$ cat src/hdl/bld_pkg.sv
// Package for the bounded ordered list block: widths, command and status codes,
// controller state type and the controller-to-datapath command struct. No dependencies.
`default_nettype none

package bld_pkg;

    localparam int CMD_W        = 3;
    localparam int DATA_W       = 32;
    localparam int STATUS_W     = 2;
    localparam int CAPACITY_DEF = 16;

    typedef enum logic [CMD_W-1:0] {
        CMD_INS_FRONT = 3'd0,
        CMD_DEL_FRONT = 3'd1,
        CMD_INS_REAR  = 3'd2,
        CMD_DEL_REAR  = 3'd3,
        CMD_INS_ORD   = 3'd4,
        CMD_DEL_KEY   = 3'd5
    } cmd_t;

    typedef enum logic [STATUS_W-1:0] {
        STAT_OK       = 2'd0,
        STAT_EMPTY    = 2'd1,
        STAT_NOTFOUND = 2'd2,
        STAT_FULL     = 2'd3
    } status_t;

    typedef enum logic {
        S_IDLE = 1'b0,
        S_EXEC = 1'b1
    } state_t;

    typedef struct packed {
        logic capture;
        logic exec;
    } ctl_t;

endpackage

`default_nettype wire

$ cat src/hdl/bld_req_if.sv
// Request channel: valid/ready handshake carrying command and value.
// Depends on bld_pkg.
`default_nettype none

interface bld_req_if;
    import bld_pkg::*;

    logic                     valid;
    logic                     ready;
    logic [CMD_W-1:0]         cmd;
    logic signed [DATA_W-1:0] value;

    modport source (output valid, output cmd, output value, input ready);
    modport sink   (input valid, input cmd, input value, output ready);
endinterface

`default_nettype wire

$ cat src/hdl/bld_rsp_if.sv
// Response channel: valid/ready handshake carrying status and removed value.
// Depends on bld_pkg.
`default_nettype none

interface bld_rsp_if;
    import bld_pkg::*;

    logic                     valid;
    logic                     ready;
    logic [STATUS_W-1:0]      status;
    logic signed [DATA_W-1:0] removed_value;

    modport source (output valid, output status, output removed_value, input ready);
    modport sink   (input valid, input status, input removed_value, output ready);
endinterface

`default_nettype wire

$ cat src/hdl/bounded_list_deque_ordered.sv
// Top level of the bounded ordered list: joins controller and datapath to the
// request and response channels. Depends on bld_pkg, bld_req_if, bld_rsp_if, bld_ctrl, bld_datapath.
//
//  channel | dir | payload               | handshake
//  req     | in  | cmd[2:0], value[31:0] | valid/ready
//  rsp     | out | status[1:0], removed_value[31:0] | valid/ready
//
// Each beat runs as a compare step, which checks the value against every cell, then a
// step that shifts the cell row by one place and writes count and result registers.
// A new request beat is taken while the previous response is being taken.
// A stalled response holds the block in idle with req.ready low.
// Reset clears the count and handshake state; cell contents stay undefined.
`default_nettype none

module bounded_list_deque_ordered #(
    parameter int CAPACITY = bld_pkg::CAPACITY_DEF
) (
    input  wire logic clk,
    input  wire logic rst_n,
    bld_req_if.sink   req,
    bld_rsp_if.source rsp
);
    import bld_pkg::*;

    ctl_t ctl;

    bld_ctrl u_ctrl (
        .clk       (clk),
        .rst_n     (rst_n),
        .req_valid (req.valid),
        .req_ready (req.ready),
        .rsp_valid (rsp.valid),
        .rsp_ready (rsp.ready),
        .ctl       (ctl)
    );

    bld_datapath #(
        .CAPACITY (CAPACITY)
    ) u_datapath (
        .clk           (clk),
        .rst_n         (rst_n),
        .ctl           (ctl),
        .req_cmd       (req.cmd),
        .req_value     (req.value),
        .status        (rsp.status),
        .removed_value (rsp.removed_value)
    );

endmodule

`default_nettype wire

$ cat src/hdl/bld_ctrl.sv
// Controller for the bounded ordered list: two-state sequencer and response valid.
// Depends on bld_pkg; drives bld_datapath through ctl_t.
`default_nettype none

module bld_ctrl (
    input  wire logic        clk,
    input  wire logic        rst_n,
    input  wire logic        req_valid,
    output logic             req_ready,
    output logic             rsp_valid,
    input  wire logic        rsp_ready,
    output bld_pkg::ctl_t    ctl
);
    import bld_pkg::*;

    state_t state_reg, state_next;
    logic   out_valid_reg, out_valid_next;

    always_ff @(posedge clk or negedge rst_n)
    begin
        if (!rst_n)
        begin
            state_reg     <= S_IDLE;
            out_valid_reg <= 1'b0;
        end
        else
        begin
            state_reg     <= state_next;
            out_valid_reg <= out_valid_next;
        end
    end

    // next state
    always_comb
    begin
        state_next     = state_reg;
        out_valid_next = out_valid_reg;
        if (out_valid_reg && rsp_ready)
            out_valid_next = 1'b0;
        unique case (state_reg)
            S_IDLE:
            begin
                if (ctl.capture)
                    state_next = S_EXEC;
            end
            S_EXEC:
            begin
                state_next     = S_IDLE;
                out_valid_next = 1'b1;
            end
            default:
            begin
                state_next = S_IDLE;
            end
        endcase
    end

    // outputs
    always_comb
    begin
        req_ready   = 1'b0;
        ctl.exec    = 1'b0;
        unique case (state_reg)
            S_IDLE:  req_ready = !out_valid_reg || rsp_ready;
            S_EXEC:  ctl.exec  = 1'b1;
            default: req_ready = 1'b0;
        endcase
        ctl.capture = req_valid && req_ready;
        rsp_valid   = out_valid_reg;
    end

    // result register must be free when the datapath writes it
    a_exec_out_free: assert property (@(posedge clk) disable iff (!rst_n)
        ctl.exec |-> !out_valid_reg)
        else $error("exec while response still pending");

    a_capture_exec: assert property (@(posedge clk) disable iff (!rst_n)
        ctl.capture |=> ctl.exec && !req_ready)
        else $error("accepted beat not followed by exec");

    a_exec_valid: assert property (@(posedge clk) disable iff (!rst_n)
        ctl.exec |=> rsp_valid)
        else $error("exec did not raise response valid");

endmodule

`default_nettype wire

$ cat src/hdl/bld_datapath.sv
// Datapath for the bounded ordered list: row of value cells with parallel compare,
// one-place shift on insert/delete, count and result registers. Depends on bld_pkg.
`default_nettype none

module bld_datapath #(
    parameter int CAPACITY = bld_pkg::CAPACITY_DEF
) (
    input  wire logic                             clk,
    input  wire logic                             rst_n,
    input  wire bld_pkg::ctl_t                    ctl,
    input  wire logic [bld_pkg::CMD_W-1:0]        req_cmd,
    input  wire logic signed [bld_pkg::DATA_W-1:0] req_value,
    output logic [bld_pkg::STATUS_W-1:0]          status,
    output logic signed [bld_pkg::DATA_W-1:0]     removed_value
);
    import bld_pkg::*;

    localparam int CNT_W = $clog2(CAPACITY + 1);

    logic signed [DATA_W-1:0] cells_reg [CAPACITY];
    logic signed [DATA_W-1:0] cells_next [CAPACITY];
    logic [CNT_W-1:0]         count_reg, count_next;
    logic [CAPACITY-1:0]      ge_reg, eq_reg;
    logic [CMD_W-1:0]         cmd_reg;
    logic signed [DATA_W-1:0] value_reg;
    status_t                  status_reg, status_next;
    logic signed [DATA_W-1:0] removed_reg, removed_next;

    logic [CAPACITY-1:0] live, ge_m, eq_m, ge_pre, eq_pre, after, after_prev, first;
    logic                full, empty, any_eq, do_ins, do_del, is_ins, is_del;

    // compare stage
    always_ff @(posedge clk)
    begin
        if (ctl.capture)
        begin
            for (int i = 0; i < CAPACITY; i++)
            begin
                ge_reg[i] <= !(cells_reg[i] < req_value);
                eq_reg[i] <= (cells_reg[i] == req_value);
            end
            cmd_reg   <= req_cmd;
            value_reg <= req_value;
        end
    end

    for (genvar g = 0; g < CAPACITY; g++)
    begin : g_live
        assign live[g] = CNT_W'(g) < count_reg;
    end

    assign ge_m  = ge_reg & live;
    assign eq_m  = eq_reg & live;
    assign full  = (count_reg == CNT_W'(CAPACITY));
    assign empty = (count_reg == '0);
    assign any_eq = |eq_m;

    // inclusive prefix OR, log-depth
    always_comb
    begin
        ge_pre = ge_m;
        eq_pre = eq_m;
        for (int s = 1; s < CAPACITY; s = s * 2)
        begin
            ge_pre = ge_pre | (ge_pre << s);
            eq_pre = eq_pre | (eq_pre << s);
        end
    end

    // mask of positions at or after the affected slot
    always_comb
    begin
        after  = '0;
        is_ins = 1'b0;
        is_del = 1'b0;
        case (cmd_reg)
            CMD_INS_FRONT:
            begin
                after  = '1;
                is_ins = 1'b1;
            end
            CMD_DEL_FRONT:
            begin
                after  = '1;
                is_del = 1'b1;
            end
            CMD_INS_REAR:
            begin
                after  = ~live;
                is_ins = 1'b1;
            end
            CMD_DEL_REAR:
            begin
                for (int i = 0; i < CAPACITY; i++)
                    after[i] = CNT_W'(i + 1) >= count_reg;
                is_del = 1'b1;
            end
            CMD_INS_ORD:
            begin
                after  = ge_pre | ~live;
                is_ins = 1'b1;
            end
            CMD_DEL_KEY:
            begin
                after  = eq_pre;
                is_del = 1'b1;
            end
            default:
            begin
                after = '0;
            end
        endcase
    end

    assign after_prev = after << 1;
    assign first      = after & ~after_prev;
    assign do_ins     = is_ins && !full;
    assign do_del     = is_del && !empty && ((cmd_reg != CMD_DEL_KEY) || any_eq);

    always_comb
    begin
        removed_next = '0;
        for (int i = 0; i < CAPACITY; i++)
            removed_next = removed_next | (cells_reg[i] & {DATA_W{first[i]}});
        if (!do_del)
            removed_next = '0;

        status_next = STAT_OK;
        if (is_ins && full)
            status_next = STAT_FULL;
        else if (is_del && empty)
            status_next = STAT_EMPTY;
        else if (cmd_reg == CMD_DEL_KEY && !any_eq)
            status_next = STAT_NOTFOUND;

        count_next = count_reg;
        if (do_ins)
            count_next = count_reg + 1'b1;
        else if (do_del)
            count_next = count_reg - 1'b1;

        for (int i = 0; i < CAPACITY; i++)
        begin
            cells_next[i] = cells_reg[i];
            if (do_ins && after[i])
                cells_next[i] = (i > 0 && after_prev[i]) ? cells_reg[(i > 0) ? i - 1 : 0]
                                                          : value_reg;
            else if (do_del && after[i] && i < CAPACITY - 1)
                cells_next[i] = cells_reg[(i < CAPACITY - 1) ? i + 1 : i];
        end
    end

    always_ff @(posedge clk)
    begin
        if (ctl.exec)
        begin
            for (int i = 0; i < CAPACITY; i++)
                cells_reg[i] <= cells_next[i];
            status_reg  <= status_next;
            removed_reg <= removed_next;
        end
    end

    always_ff @(posedge clk or negedge rst_n)
    begin
        if (!rst_n)
            count_reg <= '0;
        else if (ctl.exec)
            count_reg <= count_next;
    end

    assign status        = status_reg;
    assign removed_value = removed_reg;

    a_count_bound: assert property (@(posedge clk) disable iff (!rst_n)
        count_reg <= CNT_W'(CAPACITY))
        else $error("count above capacity");

    a_front_ins_grows: assert property (@(posedge clk) disable iff (!rst_n)
        ctl.exec && cmd_reg == CMD_INS_FRONT && !full |=> count_reg == $past(count_reg) + 1'b1)
        else $error("front insert did not grow count");

    a_full_reject: assert property (@(posedge clk) disable iff (!rst_n)
        ctl.exec && is_ins && full |=> status_reg == STAT_FULL && count_reg == $past(count_reg))
        else $error("insert into full list not rejected");

endmodule

`default_nettype wire
$ cat src/flat_wrapper.sv
// flat-port wrapper written by rule: the top's interface ports become plain ports
module bounded_list_deque_ordered_flat import bld_pkg::*;
#(
    parameter int CAPACITY = bld_pkg::CAPACITY_DEF
)
  (clk, rst_n, req_valid, req_cmd, req_value, req_ready, rsp_valid, rsp_status, rsp_removed_value, rsp_ready);
  bld_req_if req_i ();
  bld_rsp_if rsp_i ();
  input  wire logic clk;
  input  wire logic rst_n;
  input wire logic [$bits(req_i.valid)-1:0] req_valid;
  input wire logic [$bits(req_i.cmd)-1:0] req_cmd;
  input wire logic [$bits(req_i.value)-1:0] req_value;
  output wire logic [$bits(req_i.ready)-1:0] req_ready;
  output wire logic [$bits(rsp_i.valid)-1:0] rsp_valid;
  output wire logic [$bits(rsp_i.status)-1:0] rsp_status;
  output wire logic [$bits(rsp_i.removed_value)-1:0] rsp_removed_value;
  input wire logic [$bits(rsp_i.ready)-1:0] rsp_ready;
  assign req_i.valid = req_valid;
  assign req_i.cmd = req_cmd;
  assign req_i.value = req_value;
  assign req_ready = req_i.ready;
  assign rsp_valid = rsp_i.valid;
  assign rsp_status = rsp_i.status;
  assign rsp_removed_value = rsp_i.removed_value;
  assign rsp_i.ready = rsp_ready;
  bounded_list_deque_ordered #(.CAPACITY(CAPACITY)) u_core (.clk(clk), .rst_n(rst_n), .req(req_i), .rsp(rsp_i));
endmodule
$ cat config.mk
export PLATFORM = sky130hd
export DESIGN_NAME = bounded_list_deque_ordered_flat
export DESIGN_NICKNAME = d
export VERILOG_FILES = /design/src/hdl/bld_pkg.sv /design/src/hdl/bld_req_if.sv /design/src/hdl/bld_rsp_if.sv /design/src/hdl/bounded_list_deque_ordered.sv /design/src/hdl/bld_ctrl.sv /design/src/hdl/bld_datapath.sv /design/src/flat_wrapper.sv
export SDC_FILE = /design/constraint.sdc
export NUM_CORES = 2
export LEC_CHECK = 0
export ABC_AREA = 1
export BUFFER_PORTS_ARGS = -buffer_cell sky130_fd_sc_hd__buf_2
export CAP_MARGIN = 20
export CORE_UTILIZATION = 60
export CTS_BUF_LIST = sky130_fd_sc_hd__clkbuf_4 sky130_fd_sc_hd__clkbuf_8 sky130_fd_sc_hd__clkbuf_16
export CTS_CLUSTER_DIAMETER = 60
export DETAILED_ROUTE_END_ITERATION = 10
export PLACE_DENSITY = 0.88
export SYNTH_ARGS = -nofsm -noshare
export SYNTH_HDL_FRONTEND = slang
export SYNTH_HIERARCHICAL = 1
export SYNTH_SLANG_ARGS = --single-unit
$ cat constraint.sdc
create_clock -name clk -period 9.6 [get_ports clk]
set_input_delay 2.88 -clock clk [delete_from_list [all_inputs] [get_ports clk]]
set_output_delay 2.88 -clock clk [all_outputs]
set_load 0.1 [all_outputs]
; Word-level counts from Yosys, hierarchy flattened
; Memories as Yosys holds them, arrays and structs flattened.
; Cells that the tools add are included.
[word_totals]
ff_bits = 108
in_bits = 39
latch_bits = 0
n_memories = 1
ramBits = 512
rom_bits = 0
out_inout_bits = 36
wordCells = 262
[op_classes]
mul = 0
muxes = 61
n_reduce_logical = 71
shifts = 0
n_eq_ne = 23
n_div = 0
n_lt_le_gt_ge = 48
addsub = 2
bitwise_logic = 46
[mem_list]
columns = memory, depth, word_bits, read_ports, rd_ports_with_merged_regs, write_ports, line
row1 = u_core.u_datapath.cells_reg, 16, 32, 16, 0, 16, bld_datapath.sv:20  ; logic signed [DATA_W-1:0] cells_reg [CAPACITY];
[ops]
columns = cell, n
row1 = $mux 32, 46
row2 = $and 32x32->32, 16
row3 = $eq 32x32->1, 16
row4 = $lt 32x32->1, 16
row5 = $or 32x32->32, 15
row6 = $or 16x16->16, 9
row7 = $pmux 16 s5, 1
row8 = $and 16x16->16, 3
row9 = $ge 4x5->1 const A, 8
row10 = $lt 4x5->1 const A, 8
row11 = $logic_and 1x1->1, 39
row12 = $not 16->16, 2
row13 = $ge 3x5->1 const A, 4
row14 = $logic_not 1->1, 20
row15 = $lt 3x5->1 const A, 4
row16 = $reduce_or 16->1, 1
row17 = $ge 2x5->1 const A, 2
row18 = $lt 1x5->1 const A, 2
row19 = $lt 2x5->1 const A, 2
row20 = $mux 5, 2
row21 = $mux 1, 9
row22 = $eq 3x2->1 const B, 2
row23 = $eq 3x3->1 const B, 2
row24 = $reduce_or 3->1, 2
row25 = 16 further kinds, 20

; Logic depth before layout (Yosys ltp)
[logic_depth]
word_depth = 26
ltp_mapped = 21
mapped_depth_nobuf = 19

; Modules after synthesis
; Netlist, hierarchy kept.
[modules_own_cells]
columns = module, seq_area_each_um2, area_per_inst_um2, cells_per_inst, instances
row1 = bld_datapath, 18532.8, 46358.2, 5739, 1
row2 = bld_ctrl, 50.0, 92.6, 11, 1

; Worst setup path before layout
; Ideal clock, no wire load.
[synth_path]
path_kind = input-to-output
from = in rsp_ready
to = out req_ready
arrival_time_ns = 3.626
path_slack_ns = 3.094
path_stages = 4
required_time_ns = 6.720
n_path_buf = 0
path_cell_list = inv_1 nand2_2 nand2_2 inv_1
[synth_via]
elab_chain_cells = 2
[synth_rtl]
columns = item, line
row1 = start: declaration, flat_wrapper.sv:18  ; input wire logic [$bits(rsp_i.ready)-1:0] rsp_ready;
row2 = $logic_or 1x1->1, bld_ctrl.sv:64  ; S_IDLE: req_ready = !out_valid_reg || rsp_ready;
row3 = $mux 1, bld_ctrl.sv:63  ; unique case (state_reg)
row4 = end: declaration, flat_wrapper.sv:14  ; output wire logic [$bits(req_i.ready)-1:0] req_ready;
; No other way between the ends.

; Worst setup path after layout
; Ends and elaborated chain as after synthesis.

==> results.yml <==
sta:
  timing.final.crit_share_pct: 67.4
  tightest_slew_ns: 1.11
  final_hold_viol_count: 0
  clock.fmax_mhz: 155
  min_period_ns: 6.47
  drv_slew: 0
  hold_ws_ns: 0.549
  setup_violations: 0
  final.setup.tns_ns: 0
  slew_headroom_pct: 25.8
  rsz0062_at_grt: "false"
  skew_ns: 0.0328
synth:
  yosys_most_used_dff: "edfxtp_1"
  synth_warnings: 6
  synth_cell_type_count: 53
  synthArstFlopShare_pct: 1.13
  synth_edf_count: 613
  synth_area_sq_mm: 0.0465
  synth_area_per_cell_sq_um: 8.08
  syn-num-nets: 6306
  syn_inst: 5750
  ys_seq_area_share_pct: 40.0
  ys_ff_latch: 620
global_route:
  grt_first_pass_wirelength_um: 242000
  grt_max_degree: 96
  antenna_found_initial: 3
  grt_pass1_vias: 41100
  groute.usage.overall_pct: 40.5
  grt_overflow: 0
drt:
  via_per_inst: 6.60
  drtAntennaViolNets: 0
  routed-wl-met2_um: 67900
  via_count: 44500
  routed_wl_um: 161000
  drc_errors: 0
  highest_layer: "met5"
  drt_iter0_drc: 7555
  wl_per_cell_um: 23.9
  met1Wirelength_um: 56500
  dr.pass1.iters: 9
  dr_wl_met3_um: 25600
clocking:
  hold_buffers: 0
  cts_tree: "done"
  clockBufferDepth: 3
  cts_buffers: 72
  cts_root_buf: "clkbuf_16"
  cts_resized: 0
  cts-htree-levels: 3
  clk_latency_ns: 0.64
  clk_pin_slew_ns: 0.06
  post_cts_buffers: 0
  clock-sinks: 620
worst_setup_path:
  crit_fanout: 4
  crit_arrival_ns: 3.59
  worstSetupEndpointType: "primary output"
  critPathRequiredTime_ns: 6.72
  critPathKind: "in -> out"
  start_kind: "input pin"
layout:
  drive_gt1_share_pct: 6.86
  syn2layout_area_growth_pct: 6.98
  nets: 6213
  largest_reg_flops: 512
floorplan:
  die_area_sq_mm: 0.0785
  core_sq_mm: 0.0763
  initial_core_util_pct: 60.9
  die_x_um: 280
  die_h_um: 280
  rows: 101
  ios: 75
pwr:
  internal_power_mw: 5.85
  p_sw_mw: 4.21
  sw_frac_of_total_pct: 41.9
  combinationalPowerShare_pct: 37.0
  ir_drop_mv: 0.128
  power_mw: 10.1
  p_leak_nw: 21.4
  power.share.clock_pct: 27.0
  powerDensity_mw_per_mm2: 202
  seqPwrFrac_pct: 36.1
placement:
  dp_hpwl_um: 118000
  gp_congestion: 1.04
  port_buffers: 74
status:
  status: "finished clean"
job:
  maxCapViolations: 0
worst_hold_path:
  hold_path_class: "reg -> reg"
cells by family (layout without fill, tap and decap cells):
kind of cell / count (synthesis) / in the layout / synth area share, %
AND/OR/NAND/NOR: 2611 / 2611 / 23.4
XOR/XNOR: 19 / 19 / 0.358
buffers and inverters: 748 / 710 / 6.62
adder cells (fa/ha/maj): 517 / 517 / 13.9
flip-flops: 620 / 620 / 40.0
other: 0 / 3 / 0
AO/OA/AOI/OAI: 1204 / 1204 / 15.0
multiplexers: 31 / 31 / 0.752
area by class of cell:
class,instances,area (sq um)
sequential,620,18600
clock buffer,86,1930
timing repair buffer,141,943
multi-input combinational,4382,25000
clock inverter,43,304
inverter,440,1650
fill,6229,26600
antenna,3,7.51
tap,1030,1290
path summary, 6_finish.rpt:
check	startpoint	to	slack, ns	cells past startpoint
max in group asynchronous	rst_n	u_core/u_ctrl/state_reg$_DFF_PN0_	7.33	1
setup / recovery	rsp_ready	req_ready	3.13	6
min in group asynchronous	rst_n	u_core/u_ctrl/rsp_valid$_DFFE_PN0P_	2.09	1
setup reg to reg	u_core/u_datapath/count_reg[2]$_DFFE_PN0P_	u_core/u_datapath/removed_value[24]$_SDFFCE_PN0P_	4.35	16
hold reg to reg	u_core/u_ctrl/rsp_valid$_DFFE_PN0P_	u_core/u_ctrl/rsp_valid$_DFFE_PN0P_	0.55	2
hold / removal	u_core/u_ctrl/rsp_valid$_DFFE_PN0P_	u_core/u_ctrl/rsp_valid$_DFFE_PN0P_	0.55	2
cells in the mapped netlist (21+ instances only):
cell type / count / area share (%)
nand3_1: 425 / 4.6
o31ai_1: 59 / 0.95
nor2_1: 674 / 5.4
edfxtp_1: 613 / 40
o22ai_1: 50 / 0.67
o21ai_0: 363 / 3.9
inv_1: 418 / 3.4
nor3_1: 36 / 0.39
nand4_1: 59 / 0.79
a211oi_1: 39 / 0.63
o21ai_1: 22 / 0.24
clkbuf_1: 142 / 1.1
o211ai_1: 74 / 1.2
a21oi_1: 367 / 4.0
ha_1: 517 / 14
nand2_1: 1336 / 11
a31oi_1: 160 / 2.2
inv_2: 22 / 0.18
mux2_2: 31 / 0.75
nor4_1: 21 / 0.28
buf_2: 124 / 1.3
power groups by stage:
| stage | logic [mW] | registers, mW | clock network, mW |
|---|---|---|---|
| final | 3.72 | 3.63 | 2.71 |
| after global routing | 3.98 | 3.64 | 2.81 |
| after CTS | 3.54 | 3.61 | 2.71 |
| after detailed placement | 3.51 | 3.66 | 0 |
| after global placement | 3.40 | 3.65 | 0 |
| after floorplan | 2.42 | 3.68 | 0 |
layer usage:
layer / GRT usage (%) / vias to the layer above
met4: 25.6 / 2
met3: 9.92 / 631
li1: - / 20000
met5: 0 / -
met2: 60.1 / 3624
met1: 52.9 / 20300
critical path, cell delays in order:
cell     delay [ns]
buf_2          0.08
inv_1          0.04
nand2_2        0.05
nand2_2        0.08
inv_1          0.06
buf_2          0.41
placed cells by master (no fill, tap or decap), drive strengths merged, types with 39 or more instances in the layout:
master  Yosys  routed
edfxtp    613     613
inv       440     447
nand2    1353    1353
ha        517     517
a31oi     160     160
nor2      693     693
buf       166     141
a21oi     368     368
o22ai      50      50
o31ai      59      59
nand3     439     439
o21ai     388     388
o211ai     74      74
a211oi     39      39
nand4      59      59
clkbuf    142      86
through the flow:
stage / worst slack (ns) / cell area, sq um / utilization [%] / instances
global placement: 3.12 / 47300 / 62.0 / 6607
finish: 3.13 / 49700 / 65.1 / 6745
global route: 3.06 / 49700 / 65.1 / 6744
CTS: 3.12 / 49600 / 65.0 / 6737
detailed placement: 3.13 / 47400 / 62.0 / 6608
floorplan: 3.09 / 46500 / - / 5750
Power figures use the tool's default switching activity.
